[config.mk]
export PLATFORM = sky130hd
export DESIGN_NAME = pll_angle_speed_tracker_top
export DESIGN_NICKNAME = d
export VERILOG_FILES = /design/src/rtl/past_pkg.sv /design/src/rtl/past_sequencer.sv /design/src/rtl/past_datapath.sv /design/src/rtl/pll_angle_speed_tracker_top.sv
export SDC_FILE = /design/constraint.sdc
export NUM_CORES = 2
export LEC_CHECK = 0
export ABC_CLOCK_PERIOD_IN_PS = 27600
export BUFFER_PORTS_ARGS = -buffer_cell sky130_fd_sc_hd__buf_2
export CAP_MARGIN = 20
export CORE_UTILIZATION = 60
export DETAILED_ROUTE_END_ITERATION = 7
export PLACE_DENSITY = 0.77
export SLEW_MARGIN = 5
export SYNTH_ARGS = -nofsm -noshare
export SYNTH_HDL_FRONTEND = slang
export SYNTH_HIERARCHICAL = 1
export SYNTH_SLANG_ARGS = --single-unit
[constraint.sdc]
create_clock -name aclk -period 27.6 [get_ports aclk]
set_clock_uncertainty 0.2 [all_clocks]
set_input_delay 5.52 -clock aclk [delete_from_list [all_inputs] [get_ports aclk]]
set_output_delay 5.52 -clock aclk [all_outputs]
set_load 0.01 [all_outputs]
[src/rtl/past_pkg.sv]
// ----------------------------------------------------------------------------
// PLL angle and speed tracker: package
// Control word layout, microprogram and shared constants.
// ----------------------------------------------------------------------------
package past_pkg;

    localparam int ACC_BITS  = 32;
    localparam int PROD_BITS = 64;
    localparam int STEP_BITS = 4;
    localparam int CFG_BITS  = 2;
    localparam int VSUM_BITS = 42;
    localparam int VCOR_BITS = 40;

    typedef logic [CFG_BITS-1:0]  cfg_idx_t;
    typedef logic [STEP_BITS-1:0] step_t;

    localparam cfg_idx_t REG_TICK_PERIOD = 2'd0;
    localparam cfg_idx_t REG_PROP_GAIN   = 2'd1;
    localparam cfg_idx_t REG_INTEG_GAIN  = 2'd2;

    localparam logic [ACC_BITS-1:0]  TICK_PERIOD_RESET = 32'd214748;
    localparam logic [ACC_BITS-1:0]  VEL_MAX           = 32'h7FFF_FFFF;
    localparam logic [ACC_BITS-1:0]  VEL_MIN           = 32'h8000_0000;
    localparam logic [47:0]          RND_PRED          = 48'h0000_0000_8000;
    localparam logic [PROD_BITS-1:0] RND_POS           = 64'h0000_8000_0000_0000;
    localparam logic [PROD_BITS-1:0] RND_VEL           = 64'h0080_0000_0000_0000;

    typedef enum logic [1:0] {MA_VMAG, MA_EMAG, MA_TICK} mul_a_t;
    typedef enum logic [2:0] {MB_TICK, MB_PROP, MB_INTEG, MB_G_LO, MB_G_HI} mul_b_t;
    typedef enum logic [2:0] {ALU_NOP, ALU_PRED, ALU_ERR, ALU_LO, ALU_POS, ALU_VEL} alu_op_t;
    typedef enum logic [1:0] {WAIT_NONE, WAIT_IN, WAIT_OUT} wait_t;
    typedef enum logic {BR_NEXT, BR_START} branch_t;

    typedef struct packed {
        mul_a_t  mul_a;
        mul_b_t  mul_b;
        alu_op_t alu;
        logic    rnd_vel;
        logic    g_load;
        logic    in_rdy;
        logic    out_load;
        wait_t   wait_on;
        branch_t br;
    } ctrl_t;

    localparam ctrl_t CW_NOP = '{
        mul_a: MA_TICK, mul_b: MB_TICK, alu: ALU_NOP, rnd_vel: 1'b0, g_load: 1'b0,
        in_rdy: 1'b0, out_load: 1'b0, wait_on: WAIT_NONE, br: BR_NEXT
    };

    localparam step_t STEP_IDLE = 4'd0;

    function automatic ctrl_t program_word(input step_t step);
        ctrl_t w;
        w = CW_NOP;
        unique case (step)
            4'd0: begin
                w.in_rdy  = 1'b1;
                w.wait_on = WAIT_IN;
                w.mul_a   = MA_VMAG;
                w.mul_b   = MB_TICK;
            end
            4'd1: begin
                w.alu   = ALU_PRED;
                w.mul_b = MB_PROP;
            end
            4'd2: begin
                w.alu    = ALU_ERR;
                w.g_load = 1'b1;
            end
            4'd3: begin
                w.mul_a = MA_EMAG;
                w.mul_b = MB_G_LO;
            end
            4'd4: begin
                w.alu   = ALU_LO;
                w.mul_a = MA_EMAG;
                w.mul_b = MB_G_HI;
            end
            4'd5: begin
                w.alu   = ALU_POS;
                w.mul_b = MB_INTEG;
            end
            4'd6: begin
                w.g_load = 1'b1;
            end
            4'd7: begin
                w.mul_a = MA_EMAG;
                w.mul_b = MB_G_LO;
            end
            4'd8: begin
                w.alu     = ALU_LO;
                w.rnd_vel = 1'b1;
                w.mul_a   = MA_EMAG;
                w.mul_b   = MB_G_HI;
            end
            4'd9: begin
                w.alu = ALU_VEL;
            end
            4'd10: begin
                w.out_load = 1'b1;
                w.wait_on  = WAIT_OUT;
                w.br       = BR_START;
            end
            default: begin
                w.br = BR_START;
            end
        endcase
        return w;
    endfunction

endpackage

[src/rtl/past_sequencer.sv]
// ----------------------------------------------------------------------------
// PLL angle and speed tracker: sequencer
// Step counter over the microprogram, with waits on the input and output.
// ----------------------------------------------------------------------------
module past_sequencer
    import past_pkg::*;
(
    input  logic  aclk,
    input  logic  aresetn,
    input  logic  s_valid,
    input  logic  out_free,
    output ctrl_t cw
);

    step_t step_reg;
    step_t step_next;

    assign cw = program_word(step_reg);

    always_comb begin
        priority if (cw.wait_on == WAIT_IN && !s_valid) begin
            step_next = step_reg;
        end else if (cw.wait_on == WAIT_OUT && !out_free) begin
            step_next = step_reg;
        end else if (cw.br == BR_START) begin
            step_next = STEP_IDLE;
        end else begin
            step_next = step_reg + 1'b1;
        end
    end

    always_ff @(posedge aclk) begin
        if (!aresetn) begin
            step_reg <= STEP_IDLE;
        end else begin
            step_reg <= step_next;
        end
    end

endmodule

[src/rtl/past_datapath.sv]
// ----------------------------------------------------------------------------
// PLL angle and speed tracker: datapath
// Shared multiplier, accumulators, configuration and output registers.
// ----------------------------------------------------------------------------
module past_datapath
    import past_pkg::*;
#(
    parameter int ANGLE_BITS = 16
) (
    input  logic                  aclk,
    input  logic                  aresetn,
    input  ctrl_t                 cw,
    input  logic                  s_valid,
    input  logic [ANGLE_BITS-1:0] s_measured_angle,
    input  logic                  m_ready,
    input  logic                  cfg_wr_en,
    input  cfg_idx_t              cfg_index,
    input  logic [ACC_BITS-1:0]   cfg_wr_data,
    output logic                  out_free,
    output logic                  m_valid,
    output logic [ANGLE_BITS-1:0] m_angle_estimate,
    output logic signed [ACC_BITS-1:0] m_speed_estimate
);

    localparam int FRAC_BITS = ACC_BITS - ANGLE_BITS;

    logic [ACC_BITS-1:0]   tick_reg, tick_next;
    logic [ACC_BITS-1:0]   prop_reg, prop_next;
    logic [ACC_BITS-1:0]   integ_reg, integ_next;
    logic [ACC_BITS-1:0]   pos_reg, pos_next;
    logic [ACC_BITS-1:0]   vel_reg, vel_next;
    logic [ANGLE_BITS-1:0] meas_reg, meas_next;
    logic [ACC_BITS-1:0]   emag_reg, emag_next;
    logic                  eneg_reg, eneg_next;
    logic [ACC_BITS-1:0]   lo_reg, lo_next;
    logic [PROD_BITS-1:0]  prod_reg, prod_next;
    logic [PROD_BITS-1:0]  g_reg, g_next;
    logic                  m_valid_reg, m_valid_next;
    logic [ANGLE_BITS-1:0] angle_reg, angle_next;
    logic [ACC_BITS-1:0]   speed_reg, speed_next;

    logic [ACC_BITS-1:0]   vmag;
    logic [ACC_BITS-1:0]   mul_a_val;
    logic [ACC_BITS-1:0]   mul_b_val;
    logic [47:0]           pred_sum;
    logic [ACC_BITS-1:0]   pred_step;
    logic [ACC_BITS-1:0]   diff;
    logic [PROD_BITS-1:0]  lo_sum;
    logic [PROD_BITS-1:0]  hi_sum;
    logic [ACC_BITS-1:0]   pos_corr;
    logic [VCOR_BITS-1:0]  vel_corr;
    logic [VSUM_BITS-1:0]  vel_ext;
    logic [VSUM_BITS-1:0]  vel_sum;
    logic [ACC_BITS-1:0]   vel_sat;

    assign out_free         = !m_valid_reg || m_ready;
    assign m_valid          = m_valid_reg;
    assign m_angle_estimate = angle_reg;
    assign m_speed_estimate = speed_reg;

    assign vmag = vel_reg[ACC_BITS-1] ? (32'd0 - vel_reg) : vel_reg;

    always_comb begin
        unique case (cw.mul_a)
            MA_VMAG: mul_a_val = vmag;
            MA_EMAG: mul_a_val = emag_reg;
            MA_TICK: mul_a_val = tick_reg;
            default: mul_a_val = tick_reg;
        endcase
        unique case (cw.mul_b)
            MB_TICK:  mul_b_val = tick_reg;
            MB_PROP:  mul_b_val = prop_reg;
            MB_INTEG: mul_b_val = integ_reg;
            MB_G_LO:  mul_b_val = g_reg[ACC_BITS-1:0];
            MB_G_HI:  mul_b_val = g_reg[PROD_BITS-1:ACC_BITS];
            default:  mul_b_val = tick_reg;
        endcase
    end

    assign pred_sum  = prod_reg[47:0] + RND_PRED;
    assign pred_step = pred_sum[47:16];
    assign diff      = {meas_reg, {FRAC_BITS{1'b0}}} - pos_reg;
    assign lo_sum    = prod_reg + (cw.rnd_vel ? RND_VEL : RND_POS);
    assign hi_sum    = prod_reg + {32'd0, lo_reg};
    assign pos_corr  = hi_sum[47:16];
    assign vel_corr  = hi_sum[63:24];
    assign vel_ext   = {{(VSUM_BITS-ACC_BITS){vel_reg[ACC_BITS-1]}}, vel_reg};
    assign vel_sum   = eneg_reg ? (vel_ext - {2'b00, vel_corr})
                                : (vel_ext + {2'b00, vel_corr});

    always_comb begin
        if (vel_sum[VSUM_BITS-1:ACC_BITS-1] == {(VSUM_BITS-ACC_BITS+1){vel_sum[VSUM_BITS-1]}})
        begin
            vel_sat = vel_sum[ACC_BITS-1:0];
        end else begin
            vel_sat = vel_sum[VSUM_BITS-1] ? VEL_MIN : VEL_MAX;
        end
    end

    always_comb begin
        tick_next    = tick_reg;
        prop_next    = prop_reg;
        integ_next   = integ_reg;
        pos_next     = pos_reg;
        vel_next     = vel_reg;
        meas_next    = meas_reg;
        emag_next    = emag_reg;
        eneg_next    = eneg_reg;
        lo_next      = lo_reg;
        g_next       = g_reg;
        m_valid_next = m_valid_reg;
        angle_next   = angle_reg;
        speed_next   = speed_reg;

        prod_next = PROD_BITS'(mul_a_val) * PROD_BITS'(mul_b_val);

        if (cfg_wr_en) begin
            unique case (cfg_index)
                REG_TICK_PERIOD: tick_next  = cfg_wr_data;
                REG_PROP_GAIN:   prop_next  = cfg_wr_data;
                REG_INTEG_GAIN:  integ_next = cfg_wr_data;
                default: ;
            endcase
        end

        if (cw.in_rdy && s_valid) begin
            meas_next = s_measured_angle;
        end

        if (cw.g_load) begin
            g_next = prod_reg;
        end

        unique case (cw.alu)
            ALU_NOP: ;
            ALU_PRED: begin
                pos_next = pos_reg + (vel_reg[ACC_BITS-1] ? (32'd0 - pred_step) : pred_step);
            end
            ALU_ERR: begin
                eneg_next = diff[ACC_BITS-1];
                emag_next = diff[ACC_BITS-1] ? (32'd0 - diff) : diff;
            end
            ALU_LO: begin
                lo_next = lo_sum[PROD_BITS-1:ACC_BITS];
            end
            ALU_POS: begin
                pos_next = pos_reg + (eneg_reg ? (32'd0 - pos_corr) : pos_corr);
            end
            ALU_VEL: begin
                vel_next = vel_sat;
            end
            default: ;
        endcase

        if (cw.out_load && out_free) begin
            m_valid_next = 1'b1;
            angle_next   = pos_reg[ACC_BITS-1 -: ANGLE_BITS];
            speed_next   = vel_reg;
        end else if (m_ready) begin
            m_valid_next = 1'b0;
        end
    end

    always_ff @(posedge aclk) begin
        if (!aresetn) begin
            tick_reg    <= TICK_PERIOD_RESET;
            prop_reg    <= '0;
            integ_reg   <= '0;
            pos_reg     <= '0;
            vel_reg     <= '0;
            m_valid_reg <= 1'b0;
        end else begin
            tick_reg    <= tick_next;
            prop_reg    <= prop_next;
            integ_reg   <= integ_next;
            pos_reg     <= pos_next;
            vel_reg     <= vel_next;
            m_valid_reg <= m_valid_next;
        end
        meas_reg  <= meas_next;
        emag_reg  <= emag_next;
        eneg_reg  <= eneg_next;
        lo_reg    <= lo_next;
        prod_reg  <= prod_next;
        g_reg     <= g_next;
        angle_reg <= angle_next;
        speed_reg <= speed_next;
    end

endmodule

[src/rtl/pll_angle_speed_tracker_top.sv]
// ----------------------------------------------------------------------------
// PLL angle and speed tracker: top level
// Tracks encoder angle and speed with a second-order phase-locked loop.
// ----------------------------------------------------------------------------
// Each accepted angle sample runs through an eleven-step microprogram that
// shares one 32 by 32 bit multiplier. The result is loaded into the output
// register at the last step, and a new sample is taken only once the program
// has returned to its first step; the last step waits only while the previous
// result is still held in the output register. The angle estimate is the top
// bits of a 32-bit fraction of a turn and wraps naturally; the speed estimate
// is signed Q16.16 turns per second and saturates.
// ----------------------------------------------------------------------------
module pll_angle_speed_tracker_top
    import past_pkg::*;
#(
    parameter int ANGLE_BITS = 16
) (
    input  logic                  aclk,
    input  logic                  aresetn,
    input  logic                  s_valid,
    output logic                  s_ready,
    input  logic [ANGLE_BITS-1:0] s_measured_angle,
    output logic                  m_valid,
    input  logic                  m_ready,
    output logic [ANGLE_BITS-1:0] m_angle_estimate,
    output logic signed [ACC_BITS-1:0] m_speed_estimate,
    input  logic                  cfg_wr_en,
    input  logic [CFG_BITS-1:0]   cfg_index,
    input  logic [ACC_BITS-1:0]   cfg_wr_data
);

    ctrl_t cw;
    logic  out_free;

    assign s_ready = cw.in_rdy;

    past_sequencer u_sequencer (
        .aclk     (aclk),
        .aresetn  (aresetn),
        .s_valid  (s_valid),
        .out_free (out_free),
        .cw       (cw)
    );

    past_datapath #(
        .ANGLE_BITS (ANGLE_BITS)
    ) u_datapath (
        .aclk             (aclk),
        .aresetn          (aresetn),
        .cw               (cw),
        .s_valid          (s_valid),
        .s_measured_angle (s_measured_angle),
        .m_ready          (m_ready),
        .cfg_wr_en        (cfg_wr_en),
        .cfg_index        (cfg_index),
        .cfg_wr_data      (cfg_wr_data),
        .out_free         (out_free),
        .m_valid          (m_valid),
        .m_angle_estimate (m_angle_estimate),
        .m_speed_estimate (m_speed_estimate)
    );

endmodule

==> impl_metrics.tcl <==
set metrics [dict create \
    insertion_delay_ps 660 \
    path_max_fanout 63 \
    post_cts_buffers 0 \
    post-route-period-util_pct 42.2 \
    grt_pass1_wl_um 307000 \
    fp.dieArea_um2 99800 \
    coreArea_um2 97100 \
    clk_path_buf_depth 3 \
    cts_num_sinks 422 \
    cts_resized 0 \
    antenna_found_initial 11 \
    hold_start "u_datapath/prod_reg[1]" \
    fin_nets 8051 \
    avgSynthCellArea_um2 8.73 \
    dp_hpwl_um 157000 \
    relSlewSlack_pct 17.7 \
    cts_buffers 44 \
    setup-violations-final 0 \
    grt_max_degree 83 \
    finalMaxSlewViolations 0 \
    io_pins 105 \
    grt.total_usage_pct 41.3 \
    cts.clk_slew.worst_paths_ps 60 \
    yosys_warnings 6 \
    status "finished clean" \
    crit_slowest_cell "buf_4" \
    grt_pass1_vias 50724 \
    initial_utilization_pct 60.9 \
    via_per_inst 6.28 \
    syn_to_final_growth_pct 6.24 \
    die_w_um 316 \
    dr.pass1.iters 6 \
    r2r-start "u_sequencer/step_reg[0]" \
    setup_tns_ps 0 \
    postCtsHoldBufs 0 \
    drtIter0Drc 5609 \
    root_buffer "clkbuf_16" \
    slowest_delay_ps 790 \
    die_h_um 316 \
    cp-end-kind "register" \
    hp-class "register to register" \
    start_kind "register" \
    tightest_slew_ps 1230 \
    maxCapViolCount 0 \
    synthCells 6776 \
    gp_congestion 1.03 \
    row_count 114 \
    finalHoldViolations 0 \
    period_needed_ps 11640 \
    vias 50374 \
    crit_arrival_ps 11980 \
    ant_nets 0 \
    crit_start "u_sequencer/step_reg[0]" \
    wl_per_cell_um 25.3 \
    path_class "register to register" \
    worstPathRequired_ps 27940 \
    htreeDepth 2 \
    syn-cell-area_um2 59100 \
    wl_um 203000 \
    syn_nets 8123 \
    tritoncts "done" \
    drive_gt1_share_pct 6.07 \
    route.detailed.drc 0 \
    port-buffer-count 104 \
    cp_common_cell "fa_1" \
    fmax_ghz 0.0859 \
    grt-ovfl-total 0 \
    rsz0062_at_grt "no" \
]
## per-stage QoR
| stage | util [%] | instances | hold slack [ps] | instance area, um2 | setup slack [ps] |
|---|---|---|---|---|---|
| after floorplan | - | 6776 | 206 | 59100 | 17160 |
| after global placement | 62.8 | 7924 | 229 | 61000 | 16120 |
| after detailed placement | 62.8 | 7925 | 225 | 61000 | 16080 |
| after CTS | 64.5 | 8007 | 239 | 62600 | 15930 |
| after global routing | 64.6 | 8016 | 249 | 62800 | 15630 |
| final | 64.7 | 8023 | 240 | 62800 | 15960 |
## final timing paths
path	slack [ps]	depth (start not counted)	to
max	15960	33	u_datapath/prod_reg[59]
min reg2reg	240	0	u_datapath/g_reg[1]
min	240	0	u_datapath/g_reg[1]
max reg2reg	15960	33	u_datapath/prod_reg[59]
## worst max-delay path, delay by kind of cell, from the launching register on
kind	cells	cell delay, ps
AO/OA/AOI/OAI	10	3540
XOR/XNOR	1	150
adder cells (fa/ha/maj)	10	4680
buffers and inverters	7	1330
flip-flops	1	430
AND/OR/NAND/NOR	5	1120
## layer usage
metal | global-route usage, % | share of wire (%) | vias up
met5 | 0 | 0.057 | -
met4 | 29.5 | 8.7 | 18
met3 | 11.2 | 12 | 814
met2 | 61.4 | 43 | 3214
met1 | 52.2 | 36 | 24588
li1 | - | - | 21740
## final cells by class
cell class / instances / area (um2)
multi-input cells: 5079 / 44100
fillers: 8026 / 34300
flip-flops and latches: 422 / 10400
inverters: 926 / 3480
repair buffers: 231 / 1610
well taps: 1276 / 1600
clock buffers: 59 / 1260
clock inverters: 23 / 328
diodes: 7 / 17.5
## cells in the final DEF (no fill, tap or decap), drive strengths merged, types with 32 or more instances in the layout
| master | instances |
|---|---|
| o31a | 35 |
| xor2 | 137 |
| nand2 | 998 |
| nor4 | 32 |
| and2 | 60 |
| edfxtp | 193 |
| a221o | 36 |
| and4 | 37 |
| a21o | 91 |
| a31oi | 33 |
| nor2b | 59 |
| o31ai | 61 |
| o21ai | 179 |
| nand2b | 40 |
| xnor2 | 243 |
| dfxtp | 229 |
| a22oi | 43 |
| inv | 927 |
| o21bai | 33 |
| o21a | 43 |
| nor2 | 791 |
| buf | 230 |
| clkbuf | 60 |
| fa | 898 |
| nand3 | 95 |
| and3 | 33 |
| a21boi | 99 |
| a21oi | 216 |
| nor3 | 75 |
| nand4 | 69 |
| ha | 394 |
Power is left out: the tool's default activity adds up to more than one toggle a clock period on the data nets, which glitch-free logic cannot reach.
